$ cat config.mk
export PLATFORM = sky130hd
export DESIGN_NAME = tbs_blend
export DESIGN_NICKNAME = d
export VERILOG_FILES = /design/src/rtl/core/tbs_pkg.sv /design/src/rtl/core/tbs_blend.sv
export SDC_FILE = /design/constraint.sdc
export NUM_CORES = 2
export LEC_CHECK = 0
export ABC_AREA = 1
export BUFFER_PORTS_ARGS = -buffer_cell sky130_fd_sc_hd__buf_2
export CORE_MARGIN = 2
export CORE_UTILIZATION = 65
export DETAILED_ROUTE_END_ITERATION = 12
export GPL_ROUTABILITY_DRIVEN = 0
export PLACE_DENSITY = 0.89
export SLEW_MARGIN = 20
export SYNTH_ARGS = -nofsm -noshare
export SYNTH_HDL_FRONTEND = slang
export SYNTH_SLANG_ARGS = --single-unit
$ cat constraint.sdc
create_clock -name clk_i -period 5 [get_ports clk_i]
set_input_delay 1 -clock clk_i [delete_from_list [all_inputs] [get_ports clk_i]]
set_output_delay 1 -clock clk_i [all_outputs]
set_load 0.005 [all_outputs]
$ cat src/rtl/core/tbs_pkg.sv
// Shared constants and types for the triangle barycentric shader.
`default_nettype none
package tbs_pkg;
  localparam int CoordBits = 12;
  localparam int PixW      = 12;
  localparam int XyW       = 24;
  localparam int ChanW     = 8;
  localparam int DiffW     = CoordBits + 1;
  localparam int ProdW     = 2 * DiffW;
  localparam int SumW      = ProdW + 3;
  localparam int MagW      = ProdW;
  localparam int NumW      = MagW + ChanW + 2;
  localparam int RegIdxW   = 3;

  typedef enum logic [RegIdxW-1:0] {
    RegV0Xy  = 3'd0,
    RegV1Xy  = 3'd1,
    RegV2Xy  = 3'd2,
    RegV0Rgb = 3'd3,
    RegV1Rgb = 3'd4,
    RegV2Rgb = 3'd5
  } reg_idx_e;

  // Coverage and edge magnitudes, already folded to a positive winding.
  typedef struct packed {
    logic                 cov;
    logic [MagW-1:0]      det;
    logic [2:0][MagW-1:0] e;
  } tbs_edge_t;

  // Per-channel numerators ready for division.
  typedef struct packed {
    logic                 cov;
    logic [MagW-1:0]      det;
    logic [2:0][NumW-1:0] num;
  } tbs_num_t;
endpackage
`default_nettype wire

$ cat src/rtl/core/tbs_blend.sv
// Weighted colour sums: products then per-channel sums (two stages).
`default_nettype none
module tbs_blend import tbs_pkg::*; (
  input  wire logic                clk_i,
  input  wire logic                rst_ni,
  input  wire logic                en_i,
  input  wire logic                valid_i,
  input  wire tbs_edge_t           edge_i,
  input  wire logic [2:0][XyW-1:0] rgb_i,
  output logic                     valid_o,
  output tbs_num_t                 num_o
);
  localparam int PW = MagW + ChanW;

  logic [1:0]    v_q;
  logic [PW-1:0] p_q [3][3];
  logic          cov_q;
  logic [MagW-1:0] det_q;
  tbs_num_t      num_d, num_q;

  always_comb begin
    num_d.cov = cov_q;
    num_d.det = det_q;
    for (int ch = 0; ch < 3; ch++) begin
      num_d.num[ch] = NumW'(p_q[ch][0]) + NumW'(p_q[ch][1]) + NumW'(p_q[ch][2]);
    end
  end

  always_ff @(posedge clk_i or negedge rst_ni) begin
    if (!rst_ni) begin
      v_q <= '0;
    end else if (en_i) begin
      v_q <= {v_q[0], valid_i};
    end
  end

  // channel 0 is red (bits 23:16), 2 is blue (bits 7:0)
  always_ff @(posedge clk_i) begin
    if (en_i) begin
      for (int ch = 0; ch < 3; ch++) begin
        for (int vx = 0; vx < 3; vx++) begin
          p_q[ch][vx] <= PW'(edge_i.e[vx]) * PW'(rgb_i[vx][(2-ch)*ChanW +: ChanW]);
        end
      end
      cov_q <= edge_i.cov;
      det_q <= edge_i.det;
      num_q <= num_d;
    end
  end

  assign valid_o = v_q[1];
  assign num_o   = num_q;
endmodule
`default_nettype wire

---- After elaboration in Yosys (flattened, before gate mapping) ----
Memory sizes are Yosys's and may differ from the RTL's.
Index checks and enable logic that the tools add are counted.
storage, ports and cells
  bits in registers ....................... 164
  bits in latches ......................... 0
  bits in writable memories ............... 306
  memory bits (read-only) ................. 0
  input port bits ......................... 181
  output and inout bits ................... 136
  logic and storage cells ................. 26
  memories ................................ 1
operators by class
  add/sub/neg operators ................... 6
  $mul .................................... 9
  div/mod/pow operators ................... 0
  order comparisons ....................... 0
  equality and inequality tests ........... 0
  shift-type cells ........................ 0
  mux-type cells .......................... 2
  bitwise logic cells ..................... 0
  reduce and logical (&&, ||, !) cells .... 0
memories
  name  words  bits a word  rd ports  clocked after memory_dff  wr ports  line             source
  p_q   3      102          3         0                         3         tbs_blend.sv:16  logic [PW-1:0] p_q [3][3];
operator list
  cell                                           number
  26-bit by 8-bit multiplier with 34-bit output  9
  35-bit by 34-bit adder with 36-bit output      3
  34-bit by 34-bit adder with 35-bit output      3
  1-bit 2-to-1 mux                               2

---- Longest topological paths before layout ----
An unclocked memory read counts as a cell.
  depth in word-level cells ............... 3
  depth in mapped cells ................... 24
  gate-level depth less buffers ........... 22

---- Worst setup path before layout ----
Ideal clock, no wire load.
  path type ............................... in2reg
  start point ............................. input port rgb_i[50] (netlist name)
  end point ............................... memory p_q[2][30] (netlist name) (data pin)
  library setup time ...................... 252 ps
  arrival time ............................ 4830 ps
  required time ........................... 4748 ps
  slack ................................... -82 ps
  stages on the path ...................... 19
  buffers on the path ..................... 2
  cell sequence ........................... clkbuf_1 clkbuf_1 nand2_1 fa_1 fa_1 inv_1 fa_1 inv_1 fa_1 inv_1 ha_1 a21oi_1 o21ai_0 a21oi_1 nand2_1 nand2_1 nand2_1 nand2_1 nand2_1
RTL lines
  element             line             source
  start: declaration  tbs_blend.sv:9   input wire logic [2:0][XyW-1:0] rgb_i,
  end: declaration    tbs_blend.sv:16

==> flow_summary.toml <==
[sta]
fin_skew_ns = 0.07845
setup_viol = 0
slew_violations = 0
hold_slack_ns = 0.1366
fin_crit_sh_pct = 99.94
min_period_ns = 4.997
tightest_slew_ns = 1.107
fin_setup_tns_ns = 0
hold_viol = 0
fmax_mhz = 200.1
slew_headroom_pct = 26.21

[worst_setup_path]
crit_type = "in -> reg"
end_kind = "register"
crit_path_max_fanout = 13
r2r_setup_slack_ns = 1.53
startpoint_type = "input pin"
required_ns = 5.47
arrival_ns = 5.47

[floorplan]
die_w_um = 370.8
core_um2 = 133500
initial_core_util_pct = 65.53
rows = 134
boundaryPins = 317
dieArea_um2 = 137500
fp.dieH_um = 370.8

[synth]
synth-edff-count = 468
yosysWarnings = 0
netlist_instances = 11770
syn_avg_cell_area_um2 = 7.430
synth_seq_cells = 470
ys_seq_area_share_pct = 16.13
yosysUniqueCellTypes = 37
ys.flop_type = "edfxtp_1"
syn_area_um2 = 87460
async_flop_share_pct = 0.4255
synth_nets = 13940

[detailed_routing]
dr_total_vias = 84960
dr.first_iter.drc_count = 12100
wl_per_cell_um = 20.41
dr.pass1.iters = 13
drc_errors = 85
ant_nets = 0
drt-vias-per-instance = 5.857
totalWireLength_um = 296100

[run_status]
violations = "DRC"
status = "finished, violations left"

[layout]
fillers = 8152
regArea_um2 = 14100
drive_above_1_share_pct = 10.89
nNetsFinal = 14840
layout_common_cells = "nand2_1, inv_1, fa_1"
final_common_cell = "nand2_1"
final_cells = 14510
multiInputGateArea_um2 = 59280
area_growth_pct = 14.09
postLayoutCoreUtil_pct = 74.76

[place]
dp_cells = 14390
dp_hpwl_um = 230900
io_buffers = 316

[global_routing]
track_usage_pct = 43.61
grt_first_pass_wirelength_um = 463000
grt_pass1_vias = 89400
antenna_found_initial = 38
grt_max_degree = 120
overflow = 0

[clock_network]
clkLatencyLatePin_ns = 0.72
clk_pin_slew_ns = 0.07
cts_htree_levels = 2
cts.root.buffer_cell = "clkbuf_16"
numCtsBuffers = 51
clock-sinks = 470
cts_hold_buffers = 0
cts_setup_buffers = 0
tritoncts = "done"
cts_max_path_buffers = 3

[flow_run]
maxCapViolations = 0

[worst_hold_path]
hp-class = "in -> async"
[layout make-up]
class                   count  area share (%)
repair buffers           1220           9.635
flip-flops and latches    470           14.13
clock buffers              57           1.302
well taps                1768           2.217
clock inverters            39          0.4828
multi-input cells        7535           59.41
diodes                     23         0.05768
inverters                3393           12.76
[cells in the mapped netlist (17+ instances only)]
library cell | n | area share (%)
nand2_1 | 3567 | 15
inv_1 | 3388 | 15
fa_1 | 1401 | 32
ha_1 | 585 | 8.4
nor2_1 | 488 | 2.1
edfxtp_1 | 468 | 16
a21oi_1 | 457 | 2.6
clkbuf_1 | 356 | 1.5
o21ai_0 | 279 | 1.6
nand3_1 | 272 | 1.6
xor2_1 | 156 | 1.6
nand4_1 | 76 | 0.54
nor3_1 | 68 | 0.39
xnor2_1 | 33 | 0.33
nand2_2 | 29 | 0.21
o21bai_1 | 17 | 0.15
[what timing repair did]
| action | CTS | global route |
|---|---|---|
| setup endpoints to repair | 0 | 31 |
| hold endpoints to repair | 0 | 0 |
| gates resized for setup | 0 | 20 |
[logic make-up after synthesis]
family / Yosys count / share of synthesized area (%)
AO/OA/AOI/OAI: 810 / 4.816
XOR/XNOR: 189 / 1.893
adder cells (fa/ha/maj): 1986 / 40.44
buffers and inverters: 3765 / 16.16
flip-flops: 470 / 16.13
AND/OR/NAND/NOR: 4550 / 20.57
[final timing paths]
path,start,to,depth (start not counted)
max in group asynchronous,rst_ni,v_q[1],1
min in group clk_i,det_q[17],num_o[125],0
worst max register to register,p_q[2][35],num_o[103],14
worst min register to register,det_q[17],num_o[125],0
worst min-delay path,rst_ni,v_q[0],1
worst max-delay path,rgb_i[60],p_q[1][28],16
[metal layers]
layer	vias to the layer above	global-route usage (%)	part of all wire (%)
met5	-	0.9790	0.14
met4	34	36.61	11
met3	2504	14.94	15
met2	7362	67.53	44
met1	39020	48.42	30
li1	36040	-	-
[state kept, by name, indices dropped and copies added, names as in the netlist]
| name | cells |
|---|---|
| det_q | 26 |
| num_o | 135 |
| p_q | 306 |
| v_q | 2 |
| cov_q | 1 |
[critical path, cell delays in order]
cell and delay, ns:
buf_2 0.28, buf_4 0.26, nand2_1 0.08, inv_1 0.08, fa_1 0.45, fa_1 0.57
fa_1 0.43, fa_1 0.44, ha_1 0.40, nand2_1 0.13, o21ai_0 0.73, inv_1 0.12
nand2_1 0.15, a21oi_1 0.11, nand3_1 0.14, nand2_1 0.08
[through the flow]
step | setup slack [ns] | instance area, um2
global route | -0.05591 | 99750
finish | 0.002912 | 99780
CTS | 0.1567 | 99640
detailed placement | -0.4174 | 97860
floorplan | -0.01002 | 87470
global placement | -0.3313 | 97860
Power is left out: the tool's default activity adds up to more than one toggle a clock period on the data nets, which glitch-free logic cannot reach.
