<file path="src/rtl/core/tbs_pkg.sv">
// Shared constants and types for the triangle barycentric shader.
`default_nettype none
package tbs_pkg;
  localparam int CoordBits = 12;
  localparam int PixW      = 12;
  localparam int XyW       = 24;
  localparam int ChanW     = 8;
  localparam int DiffW     = CoordBits + 1;
  localparam int ProdW     = 2 * DiffW;
  localparam int SumW      = ProdW + 3;
  localparam int MagW      = ProdW;
  localparam int NumW      = MagW + ChanW + 2;
  localparam int RegIdxW   = 3;

  typedef enum logic [RegIdxW-1:0] {
    RegV0Xy  = 3'd0,
    RegV1Xy  = 3'd1,
    RegV2Xy  = 3'd2,
    RegV0Rgb = 3'd3,
    RegV1Rgb = 3'd4,
    RegV2Rgb = 3'd5
  } reg_idx_e;

  // Coverage and edge magnitudes, already folded to a positive winding.
  typedef struct packed {
    logic                 cov;
    logic [MagW-1:0]      det;
    logic [2:0][MagW-1:0] e;
  } tbs_edge_t;

  // Per-channel numerators ready for division.
  typedef struct packed {
    logic                 cov;
    logic [MagW-1:0]      det;
    logic [2:0][NumW-1:0] num;
  } tbs_num_t;
endpackage
`default_nettype wire

</file>
<file path="src/rtl/core/tbs_edge.sv">
// Edge function, determinant and coverage pipeline (five stages).
`default_nettype none
module tbs_edge import tbs_pkg::*; (
  input  wire logic                      clk_i,
  input  wire logic                      rst_ni,
  input  wire logic                      en_i,
  input  wire logic                      valid_i,
  input  wire logic [CoordBits-1:0]      px_i,
  input  wire logic [CoordBits-1:0]      py_i,
  input  wire logic [2:0][CoordBits-1:0] x_i,
  input  wire logic [2:0][CoordBits-1:0] y_i,
  output logic                           valid_o,
  output tbs_edge_t                      edge_o
);
  logic [4:0] v_q;

  // stage 1: coordinate differences
  logic signed [DiffW-1:0] dy12_q, dx21_q, dy20_q, dx02_q, dpx_q, dpy_q, dy02_q;
  // stage 2: products
  logic signed [ProdW-1:0] p_q [6];
  // stage 3: det, e0, e1
  logic signed [SumW-1:0]  det3_q, e0_3_q, e1_3_q;
  // stage 4: e2 and coverage
  logic signed [SumW-1:0]  det4_q, e0_4_q, e1_4_q, e2_4_q;
  logic                    cov4_q, neg4_q;
  logic signed [SumW-1:0]  e2_d;
  logic                    pos_d, neg_d, cov_d;
  tbs_edge_t               edge_d, edge_q;

  always_comb begin
    e2_d  = det3_q - e0_3_q - e1_3_q;
    neg_d = det3_q[SumW-1];
    pos_d = !det3_q[SumW-1] && (det3_q != '0);
    if (pos_d) begin
      cov_d = !e0_3_q[SumW-1] && !e1_3_q[SumW-1] && !e2_d[SumW-1];
    end else if (neg_d) begin
      cov_d = (e0_3_q[SumW-1] || e0_3_q == '0) && (e1_3_q[SumW-1] || e1_3_q == '0) &&
              (e2_d[SumW-1] || e2_d == '0);
    end else begin
      cov_d = 1'b0;
    end
  end

  always_comb begin
    edge_d.cov  = cov4_q;
    edge_d.det  = neg4_q ? MagW'(-det4_q) : MagW'(det4_q);
    edge_d.e[0] = neg4_q ? MagW'(-e0_4_q) : MagW'(e0_4_q);
    edge_d.e[1] = neg4_q ? MagW'(-e1_4_q) : MagW'(e1_4_q);
    edge_d.e[2] = neg4_q ? MagW'(-e2_4_q) : MagW'(e2_4_q);
  end

  always_ff @(posedge clk_i or negedge rst_ni) begin
    if (!rst_ni) begin
      v_q <= '0;
    end else if (en_i) begin
      v_q <= {v_q[3:0], valid_i};
    end
  end

  always_ff @(posedge clk_i) begin
    if (en_i) begin
      dy12_q <= {1'b0, y_i[1]} - {1'b0, y_i[2]};
      dx21_q <= {1'b0, x_i[2]} - {1'b0, x_i[1]};
      dy20_q <= {1'b0, y_i[2]} - {1'b0, y_i[0]};
      dx02_q <= {1'b0, x_i[0]} - {1'b0, x_i[2]};
      dy02_q <= {1'b0, y_i[0]} - {1'b0, y_i[2]};
      dpx_q  <= {1'b0, px_i} - {1'b0, x_i[2]};
      dpy_q  <= {1'b0, py_i} - {1'b0, y_i[2]};
      p_q[0] <= ProdW'(dy12_q) * ProdW'(dx02_q);
      p_q[1] <= ProdW'(dx21_q) * ProdW'(dy02_q);
      p_q[2] <= ProdW'(dy12_q) * ProdW'(dpx_q);
      p_q[3] <= ProdW'(dx21_q) * ProdW'(dpy_q);
      p_q[4] <= ProdW'(dy20_q) * ProdW'(dpx_q);
      p_q[5] <= ProdW'(dx02_q) * ProdW'(dpy_q);
      det3_q <= SumW'(p_q[0]) + SumW'(p_q[1]);
      e0_3_q <= SumW'(p_q[2]) + SumW'(p_q[3]);
      e1_3_q <= SumW'(p_q[4]) + SumW'(p_q[5]);
      det4_q <= det3_q;
      e0_4_q <= e0_3_q;
      e1_4_q <= e1_3_q;
      e2_4_q <= e2_d;
      cov4_q <= cov_d;
      neg4_q <= neg_d;
      edge_q <= edge_d;
    end
  end

  assign valid_o = v_q[4];
  assign edge_o  = edge_q;
endmodule
`default_nettype wire

</file>
<file path="config.mk">
export PLATFORM = sky130hd
export DESIGN_NAME = tbs_edge
export DESIGN_NICKNAME = d
export VERILOG_FILES = /design/src/rtl/core/tbs_pkg.sv /design/src/rtl/core/tbs_edge.sv
export SDC_FILE = /design/constraint.sdc
export NUM_CORES = 2
export LEC_CHECK = 0
export ABC_AREA = 1
export BUFFER_PORTS_ARGS = -buffer_cell sky130_fd_sc_hd__clkbuf_2
export CAP_MARGIN = 25
export CORE_ASPECT_RATIO = 1.4
export CORE_MARGIN = 2
export CORE_UTILIZATION = 45
export DETAILED_ROUTE_END_ITERATION = 12
export PLACE_DENSITY = 0.6
export SYNTH_ARGS = -nofsm -noshare
export SYNTH_HDL_FRONTEND = slang
export SYNTH_SLANG_ARGS = --single-unit
export TNS_END_PERCENT = 1
</file>
<file path="constraint.sdc">
create_clock -name clk_i -period 12.1 [get_ports clk_i]
set_input_delay 1.815 -clock clk_i [delete_from_list [all_inputs] [get_ports clk_i]]
set_output_delay 1.815 -clock clk_i [all_outputs]
set_load 0.02 [all_outputs]
</file>
Yosys cells after proc, flatten, opt, wreduce, memory -nomap -nowiden
Memory sizes are Yosys's and may differ from the RTL's.
Cells that the tools add are included.
- bits in registers: 388
- bits in writable memories: 156
- bits of input ports: 100
- output and inout port bits: 106
- logic and storage cells: 69
- memories kept: 1
- add/sub/neg operators: 16
- multipliers: 6
- mux-type cells: 8
- reductions and logical operators: 16
- memory list (name ; depth ; bits a word ; rd ports ; clocked after memory_dff ; wr ports ; line ; source):
    p_q ; 6 ; 26 ; 6 ; 0 ; 6 ; tbs_edge.sv:20 ; logic signed [ProdW-1:0] p_q [6];
- operator list (operator ; count):
    13-bit by 13-bit multiplier with 26-bit output ; 6
    26-bit 2-to-1 mux ; 4
    26-bit negator ; 4
    12-bit by 12-bit subtractor with 13-bit output ; 7
    29-bit zero test ; 3
    26-bit by 26-bit adder with 27-bit output ; 3
    29-bit nonzero test ; 1
    28-bit by 27-bit subtractor with 29-bit output ; 1
    27-bit by 27-bit subtractor with 28-bit output ; 1
    1-bit logical AND ; 5
    1-bit zero test ; 4
    1-bit 2-to-1 mux ; 4
    1-bit logical OR ; 3

Depth between registers and ports, before layout
- word-level depth: 7
- gate-level depth with buffers: 27

Least setup slack after synthesis
No wires, ideal clock.
- kind: reg-to-reg
- start: register dy12_q[12]
- end: memory p_q[0][25] in the netlist's numbering, data pin
- arrival: 5.350 ns
- required time: 11.838 ns
- path slack: 6.488 ns
- cell stages (with the launch flop): 22
- buffers on the path: 2
- clock period less this slack: 5.612 ns
- path through: edfxtp_1 > clkbuf_1 > clkbuf_1 > nand2_1 > fa_1 > fa_1 > inv_1 > fa_1 > inv_1 > fa_1 > inv_1 > fa_1 > ha_1 > ha_1 > nand2_1 > nor4_1 > nand3_1 > o211ai_1 > nand2_1 > nand2_1 > a21oi_1 > xor2_1
- RTL lines (item ; line ; source):
    start: declaration ; tbs_edge.sv:18 ; logic signed [DiffW-1:0] dy12_q, dx21_q, dy20_q, dx02_q, dpx_q, dpy_q, dy02_q;
    start signal: assignment ; tbs_edge.sv:62 ; dy12_q <= {1'b0, y_i[1]} - {1'b0, y_i[2]};
    end: declaration ; tbs_edge.sv:20 ;

==> flow_summary.toml <==
[yosys]
synth.yosys.seq_area_share = 0.240
synth.mux.area_fraction = 0.000166
synth_xor_area_frac = 0.0542
synthesis.area_um2 = 67900
yosysTopAreaCellShare = 0.298
cells_after_synthesis = 7432
syn_nets = 9140
post_synth_and_or_nand_nor_area_fraction = 0.126
yosysTopAreaCell = "sky130_fd_sc_hd__fa_1"
yosys_warnings = 0
synth_cell_type_count = 56
synth-main-ff-cell = "sky130_fd_sc_hd__edfxtp_1"
synth_compound_area_frac = 0.0538
synthesis.area_per_instance_um2 = 9.13
synth_seq_cells = 543
post_synth_arst_share = 0.00921
synth_adder_area_share = 0.408
count_of_flip_flops_with_a_built_in_enable_after_synthesis = 538
yosys-top-cells-area = "sky130_fd_sc_hd__fa_1 (30%), sky130_fd_sc_hd__edfxtp_1 (24%), sky130_fd_sc_hd__ha_1 (11%)"
synth_top_family_by_area = "adder cells"

[floorplanning]
design.core.area_um2 = 150000
ios = 206
std_cell_rows = 168
die_w_um = 332
initial_core_util = 0.453
design.die.area_um2 = 154000
fp.dieH_um = 463

[cells_and_area]
nets = 9243
final_common_cell = "sky130_fd_sc_hd__inv_1"
syn2layout_area_growth_pct = 7.93
postLayoutCoreUtil = 0.489
final-instance-count-excl-fill = 9542
final.fill_count = 14200
post-route-cell-area_um2 = 73200
most-common-layout-cells = "sky130_fd_sc_hd__inv_1 (1882), sky130_fd_sc_hd__nand2_1 (1538), sky130_fd_sc_hd__fa_1 (1009), sky130_fd_sc_hd__ha_1 (599), sky130_fd_sc_hd__edfxtp_1 (538)"
post_route_cells_drive_above_1_share = 0.0614

[run]
max-cap-violations = 0

[clocking]
numCtsBuffers = 59
post_cts_buffers = 0
clock_tree_from_tritoncts = "done"
clk_pin_slew_worst_paths_ns = 0.06
cts_num_sinks = 543
clockBufferDepth = 3
post_cts_resized = 0
clock_insertion_delay_worst_skew_ns = 0.72
cts_htree_levels = 2
ctsRootBufferMaster = "sky130_fd_sc_hd__clkbuf_16"
ctsHoldBuffers = 0

[critical_path]
endpoint_kind = "register"
timing.rr.end = "p_q[3][25]$_DFFE_PP_"
timing.critical_path.fanout_max = 26
worst-endpoint-arrival_ns = 6.95
critPathKind = "reg -> reg"
rr_startpoint = "dx21_q[12]$_DFFE_PP_"
critPathLaunch = "dx21_q[12]$_DFFE_PP_"
startpoint_class_of_the_critical_path = "register"
worst_reg2reg_path_depth = 19
worst-endpoint-required_ns = 12.50
rrSetupSlack_ns = 5.55

[drt]
initialDrtViolationCount = 2786
drt_first_pass_iters = 6
number_of_vias_after_detailed_routing = 48400
wl_per_cell_um = 18.7
vias_per_cell = 5.07
aggregate_routed_wire_length_mm = 179
detail-route-antenna-nets = 0
drc = 0

[sta]
max_freq_ghz = 0.153
layout_worst_path_cycle_share = 0.541
slew_headroom = 0.302
slew_violations = 0
timing_worst_slew_pin_value_ns = 1.04
final_setup_viols = 0
grt_setup_unrepaired = "false"
total_neg_setup_slack_ns = 0
setup_skew_ns = 0.0707
timing.final.hold_violations = 0
timing.final.crit_period_ns = 6.55

[global_routing]
grt_pass1_wl_mm = 281
grt_max_degree = 169
number_of_antenna_violations_at_the_first_check_in_global_routing = 9
grt_overflow_total = 0
groute.usage.overall = 0.235
via_count_of_the_first_global_routing_pass = 51900

[worst_hold_path]
min-delay-start = "cov4_q$_DFFE_PP_"
min_path_cells = 0
timing.hold.worst_endpoint = "edge_o[104]$_DFFE_PP_"
hold_path_class = "reg -> reg"

[place]
hpwlAfterDp_mm = 146
io_buffers = 205
place_inst = 9422
postPlaceCellArea_um2 = 71000
globalplace.congestion = 0.947

[outcome]
outcome = "complete, no violations"
==> kinds of logic after synthesis <==
logic type | after synthesis
AOI/OAI and AO/OA | 629
buffers and inverters | 2122
and+or+nand+nor | 2109
DFF | 543
adders and majority gates | 1608
muxes | 1
xor gates and xnor gates | 420
==> worst max path at each step <==
stage / end / cells after the start
4_1_cts: p_q[3][25]$_DFFE_PP_ / 19
5_1_grt: p_q[3][25]$_DFFE_PP_ / 19
3_3_place_gp: p_q[3][25]$_DFFE_PP_ / 19
3_5_place_dp: p_q[3][25]$_DFFE_PP_ / 19
2_1_floorplan: p_q[0][25]$_DFFE_PP_ / 21
6_report: p_q[3][25]$_DFFE_PP_ / 19
==> worst max-delay path: stages, from the launching register on <==
cell                       delay [ns]
sky130_fd_sc_hd__edfxtp_1        0.97
sky130_fd_sc_hd__nand2_1         0.31
sky130_fd_sc_hd__fa_1            0.60
sky130_fd_sc_hd__inv_1           0.12
sky130_fd_sc_hd__fa_1            0.62
sky130_fd_sc_hd__inv_1           0.11
sky130_fd_sc_hd__fa_1            0.50
sky130_fd_sc_hd__inv_1           0.05
sky130_fd_sc_hd__fa_1            0.48
sky130_fd_sc_hd__inv_1           0.05
sky130_fd_sc_hd__fa_1            0.48
sky130_fd_sc_hd__inv_1           0.05
sky130_fd_sc_hd__ha_1            0.29
sky130_fd_sc_hd__ha_1            0.35
sky130_fd_sc_hd__nand2_1         0.11
sky130_fd_sc_hd__nor4_1          0.50
sky130_fd_sc_hd__nand4_1         0.20
sky130_fd_sc_hd__nand3_1         0.21
sky130_fd_sc_hd__a31oi_1         0.14
sky130_fd_sc_hd__xor2_1          0.16
==> stage by stage <==
stage	setup WS (ns)	hold WS, ns
global placement	5.64	0.409
CTS	5.54	0.425
finish	5.55	0.423
floorplan	6.49	0.400
detailed placement	5.58	0.410
global route	5.29	0.435
==> layout make-up <==
cell class / count / area, um2 / area share
Tap cell: 1955 / 2450 / 0.0334
Inverter: 1886 / 7080 / 0.0967
Antenna cell: 3 / 7.51 / 0.000102
Multi-Input combinational cell: 4767 / 43600 / 0.595
Timing Repair Buffer: 278 / 1820 / 0.0248
Sequential cell: 543 / 16300 / 0.222
Clock buffer: 70 / 1520 / 0.0207
Clock inverter: 40 / 480 / 0.00656
==> state kept, by name (all words and copies together) (netlist names), 26 cells and up <==
| signal | count |
|---|---|
| det3_q | 27 |
| det4_q | 26 |
| e0_3_q | 27 |
| e0_4_q | 26 |
| e1_3_q | 27 |
| e1_4_q | 26 |
| e2_4_q | 26 |
| edge_o | 105 |
| p_q | 156 |
==> metal layers <==
layer	global-route usage	vias to the layer above	wire, um
li1	-	22700	-
met1	0.271	24000	67600
met2	0.435	1271	92800
met3	0.0225	374	8090
met4	0.117	2	10100
met5	0	-	13
==> cells in the mapped netlist (all sizes together) (114+ instances only) <==
cell,instances
a21oi,302
clkbuf,220
edfxtp,538
fa,1009
ha,599
inv,1885
nand2,1548
nand3,114
nor2,301
o21ai,182
xnor2,164
xor2,256
Power is not shown: default switching activity piles up to over one toggle a cycle in this logic, so the estimate is an artifact.
